<file path="src/hdl/crse_pkg.sv">
// shared types and codes for the catmull-rom spline evaluator
// no dependencies; used by every module of the block
package crse_pkg;

  typedef enum logic {
    ACT_WRITE = 1'b0,
    ACT_EVAL  = 1'b1
  } action_t;

  typedef enum logic {
    ST_OK  = 1'b0,
    ST_ERR = 1'b1
  } status_t;

  typedef struct packed {
    logic        action;
    logic [5:0]  index;
    logic signed [31:0] point_x;
    logic signed [31:0] point_y;
    logic signed [31:0] point_z;
    logic [16:0] frac;
  } in_item_t;

  typedef struct packed {
    logic signed [31:0] pos_x;
    logic signed [31:0] pos_y;
    logic signed [31:0] pos_z;
    logic        status;
  } out_item_t;

  typedef struct packed {
    logic signed [31:0] x;
    logic signed [31:0] y;
    logic signed [31:0] z;
  } point_t;

  typedef struct packed {
    logic acc_en;
    logic acc_clr;
  } mac_ctl_t;

  localparam int unsigned CFG_W  = 7;
  localparam int unsigned PROD_W = 50;
  localparam int unsigned ACC_W  = 52;
  localparam int unsigned ONE_Q16 = 65536;

endpackage

</file>
<file path="src/hdl/crse_mac.sv">
// shared signed 18x32 multiplier with registered product and accumulator
// depends on crse_pkg for widths and the control struct
module crse_mac (
  input  logic                               clk,
  input  logic signed [17:0]                 op_a,
  input  logic signed [31:0]                 op_b,
  input  crse_pkg::mac_ctl_t                 ctl,
  output logic signed [crse_pkg::PROD_W-1:0] prod,
  output logic signed [crse_pkg::ACC_W-1:0]  acc
);

  logic signed [crse_pkg::PROD_W-1:0] prod_r;
  logic signed [crse_pkg::ACC_W-1:0]  acc_r;
  logic signed [crse_pkg::ACC_W-1:0]  acc_nxt;

  assign acc_nxt = (ctl.acc_clr ? '0 : acc_r) + crse_pkg::ACC_W'(prod_r);

  always_ff @(posedge clk) begin
    prod_r <= op_a * op_b;
    if (ctl.acc_en) begin
      acc_r <= acc_nxt;
    end
  end

  assign prod = prod_r;
  assign acc  = acc_r;

endmodule

</file>
<file path="config.mk">
export PLATFORM = sky130hd
export DESIGN_NAME = crse_mac
export DESIGN_NICKNAME = d
export VERILOG_FILES = /design/src/hdl/crse_pkg.sv /design/src/hdl/crse_mac.sv
export SDC_FILE = /design/constraint.sdc
export NUM_CORES = 2
export LEC_CHECK = 0
export ABC_AREA = 1
export BUFFER_PORTS_ARGS = -buffer_cell sky130_fd_sc_hd__buf_2
export CELL_PAD_IN_SITES_DETAIL_PLACEMENT = 1
export CELL_PAD_IN_SITES_GLOBAL_PLACEMENT = 1
export CORE_MARGIN = 4
export CORE_UTILIZATION = 35
export CTS_CLUSTER_SIZE = 24
export DETAILED_ROUTE_END_ITERATION = 16
export PLACE_DENSITY_LB_ADDON = 0.1
export SYNTH_ARGS = -nofsm -noshare
export SYNTH_HDL_FRONTEND = slang
export SYNTH_SLANG_ARGS = --single-unit
</file>
<file path="constraint.sdc">
create_clock -name clk -period 8.08 [get_ports clk]
set_input_delay 0.404 -clock clk [delete_from_list [all_inputs] [get_ports clk]]
set_output_delay 0.404 -clock clk [all_outputs]
set_load 0.01 [all_outputs]
</file>
# Yosys cells after proc, flatten, opt, wreduce, memory -nomap -nowiden
# Index checks and enable logic that the tools add are counted.
# Widths: inputs -> output; s select.
[totals]
inputBits = 53
reg_bits = 102
[classes]
mux = 1
n_mul = 1
addsub = 1
[op_table]
columns = ["cell", "count"]
rows = [
  ["$add 52x52->52", 1],
  ["$mux 52", 1],
  ["$mul 18x32->50", 1],
]

# Longest topological paths before layout
[logic_depth]
depth_word = 2
ltp_mapped = 29
mapped_depth_nobuf = 27

# Least setup slack after synthesis
# Ideal clock, no wire load.
[synth_path]
path_type = "input port to flip-flop"
from = "in op_b[31]"
to = "reg prod_r (netlist bit prod[48])"
required_time_ns = 7.967
path_buffers = 2
setup_time_ns = 0.113
setup_slack_ns = 2.283
t_arrival_ns = 5.684
path_stages = 21
cell_sequence = "clkbuf_1 > clkbuf_1 > nand2_1 > fa_1 > inv_1 > fa_1 > fa_1 > fa_1 > fa_1 > inv_1 > fa_1 > inv_1 > ha_1 > nand2_1 > nor2_1 > and2_1 > inv_1 > nor2_1 > nand3b_1 > nand4_1 > nand2_1"
[synth_via]
elab_chain_len = 1
[synth_rtl]
columns = ["item", "line", "rtl"]
rows = [
  ["from (decl)", "crse_mac.sv:6", "input logic signed [31:0] op_b,"],
  ["$mul 18x32->50", "crse_mac.sv:19", "prod_r <= op_a * op_b;"],
  ["to (signal assigned)", "crse_mac.sv:19", ""],
  ["to (decl)", "crse_mac.sv:12", "logic signed [crse_pkg::PROD_W-1:0] prod_r;"],
]
# Every way passes these cells.
# A chain may end at the register's enable or synchronous reset.

# Worst setup path in the final report
[layout_path]
from = "in op_a[4]"
to = "reg prod_r (netlist bit prod[46])"
[layout_via]
elab_chain_len = 1
[layout_rtl]
columns = ["item", "line", "rtl"]
rows = [
  ["from (decl)", "crse_mac.sv:5", "input logic signed [17:0] op_a,"],
  ["$mul 18x32->50", "crse_mac.sv:19", ""],
]
# Every way passes these cells.

==> results.toml <==
[die]
core_sq_um = 82500
rows = 105
fp.dieW_um = 297.2
pin_count = 155
die-area_sq_um = 88330
start_util = 0.3548
die_y_um = 297.2

[logic_synthesis]
synth_cells = 4116
yosys.area.top_type = "fa_1"
yosys_register_bits = 102
ys_seq_area_frac = 0.08753
synth_top_area_frac = 0.3789
syn_area_per_cell_sq_um = 7.112
yosysWarnings = 0
synthesis.nets = 4895
syn_area_sq_um = 29270
netlist_top_cells_area = "fa_1, nand2_1, inv_1"
synth_cell_types = 37

[setup_path]
worstPathCellList = "buf_2 > nand2_1 > fa_1 > inv_1 > fa_1 > fa_1 > fa_1 > fa_1 > inv_1 > fa_1 > inv_1 > ha_1 > nand2_1 > inv_1 > nand2_1 > nor3_1 > nand2_1 > nor2_1 > nand2_1 > nand4_1 > nand2_1"
r2r_cells = 13
ff2ff_setup_slack_ns = 5.18
crit_arrival_ns = 6.69
critPathTopFamily = "adder cells"
worst_setup_path_start_kind = "input pin"
critPathMaxFanout = 32
critical_path.slowest_cell = "fa_1"
required_ns = 8.37
max_stage_delay_ns = 0.80
r2r-end = "acc[30]$_DFFE_PP_"
path_buf_inv = 5
crit_path_end_kind = "flop"
r2r-start = "acc[0]$_DFFE_PP_"
criticalPathCategory = "input pin to flop"

[clock_tree]
cts_resized = 0
hold_buffers = 0
cts.root.buffer_cell = "clkbuf_16"
cts_buffers = 9
clock_sinks = 102
cts-htree-levels = 3
cts.path.max_buffers = 2
clkTransAtPathRegs_ns = 0.08
clkLatencyLatePin_ns = 0.40
cts_tree = "yes"
post_cts_buffers = 0

[layout]
final_cell_mix = "nand2_1, inv_1, fa_1"
area_delta_synth_final_pct = 6.962
fin_nets = 4945
drive_above_1_share = 0.07121
final_common_cell = "nand2_1"

[timing]
rsz0062_at_grt = "no"
setup_tns_ns = 0
tightest_slew_ns = 0.9864
fmax_ghz = 0.1562
max_slew_margin = 0.3424
hold_violations = 0
setup_violations = 0
skew_ns = 0.02006
final_max_slew_viol_count = 0
final.min_clock_period_ns = 6.401
fin_crit_sh = 0.7921

[global_route]
grt_pass1_wl_um = 160600
grt-ovfl-total = 0
track_usage = 0.2349
grt_start_max_net_pins = 53
grt_pass1_vias = 27490
antenna_found_initial = 2

[drt]
post_drt_via_cell_ratio = 4.683
wl_per_cell_um = 19.42
drtAntennaViolNets = 0
drt-pass1-iter-count = 5
drc = 0
vias = 24550
wl_um = 101800
initialDrtViolationCount = 939

[min_path]
hold_end = "prod[0]$_DFF_P_"
min_from = "op_b[0]"
hold_depth = 3
hold_class = "input pin to flop"

[placement]
port_buffers = 154
hpwl_um = 86550
gp_congestion = 0.8965

[flow_run]
max-cap-violations = 0

[outcome]
status = "finished, final reports clean"
-- area by class of cell --
| type | instances | area (sq um) |
|---|---|---|
| Fill cell | 10500 | 51190 |
| Multi-Input combinational cell | 2649 | 21590 |
| Inverter | 1241 | 4658 |
| Sequential cell | 102 | 2562 |
| Tap cell | 1070 | 1339 |
| Timing Repair Buffer | 163 | 838.3 |
| Clock buffer | 10 | 250.2 |
| Clock inverter | 6 | 73.82 |
| Antenna cell | 1 | 2.502 |
-- registers in the layout (all words and copies together), names as in the netlist --
signal and cells:
acc 52, prod 50
-- cells in the mapped netlist --
cell type	instances
a21o_1	4
a21oi_1	73
a21oi_2	3
and2_0	2
and2_1	4
and3_1	1
buf_1	9
clkbuf_1	115
clkinv_1	2
dfxtp_1	50
edfxtp_1	52
fa_1	554
ha_1	172
inv_1	1215
inv_2	24
nand2_1	1282
nand2_2	28
nand2_4	1
nand3_1	91
nand3_2	6
nand3b_1	3
nand4_1	35
nor2_1	217
nor2_2	26
nor2_4	9
nor3_1	10
nor3_2	10
nor3_4	1
o211ai_2	1
o21a_1	2
o21ai_0	27
o21ai_1	3
o21ai_2	2
o21bai_1	11
or2_2	8
xnor2_1	17
xor2_1	46
-- cell families after synthesis --
family	count (synthesis)	share of synthesized area
buffers and inverters	1365	0.1750
xor gates and xnor gates	63	0.01885
and+or+nand+nor	1734	0.2423
AOI/OAI and AO/OA	126	0.02389
adders and majority gates	726	0.4524
DFF	102	0.08753
-- worst max path at each step --
stage	from	endpoint	slack, ns	depth (start not counted)
2_1_floorplan	op_b[31]	prod[48]$_DFF_P_	2.28	21
3_3_place_gp	op_a[4]	prod[46]$_DFF_P_	1.29	21
3_5_place_dp	op_a[4]	prod[46]$_DFF_P_	1.24	21
4_1_cts	op_a[3]	prod[46]$_DFF_P_	1.65	21
5_1_grt	op_a[4]	prod[46]$_DFF_P_	1.23	21
6_report	op_a[4]	prod[46]$_DFF_P_	1.68	21
-- per-layer routing --
layer	global-route usage	part of all wire
met2	0.4180	0.49
met4	0.05273	0.022
met5	0	0.00012
met3	0.02080	0.031
met1	0.3108	0.46
-- worst min-delay path, cell delays in order --
cell and delay, ns:
buf_2 0.26, nand2_1 0.13, inv_1 0.04
-- metrics by stage --
stage | cell area [sq um] | worst slack [ns] | utilization | std cells | hold WS, ns
6_report | 31310 | 1.679 | 0.3795 | 5242 | 0.4985
5_1_grt | 31310 | 1.230 | 0.3795 | 5241 | 0.5001
4_1_cts | 31310 | 1.649 | 0.3795 | 5241 | 0.4803
3_5_place_dp | 30990 | 1.238 | 0.3756 | 5225 | 0.5545
3_3_place_gp | 30990 | 1.291 | 0.3756 | 5225 | 0.5490
2_1_floorplan | 29270 | 2.283 | - | 4116 | 0.4975
Power is left out: the tool's default activity adds up to more than one toggle a clock period on the data nets, which glitch-free logic cannot reach.
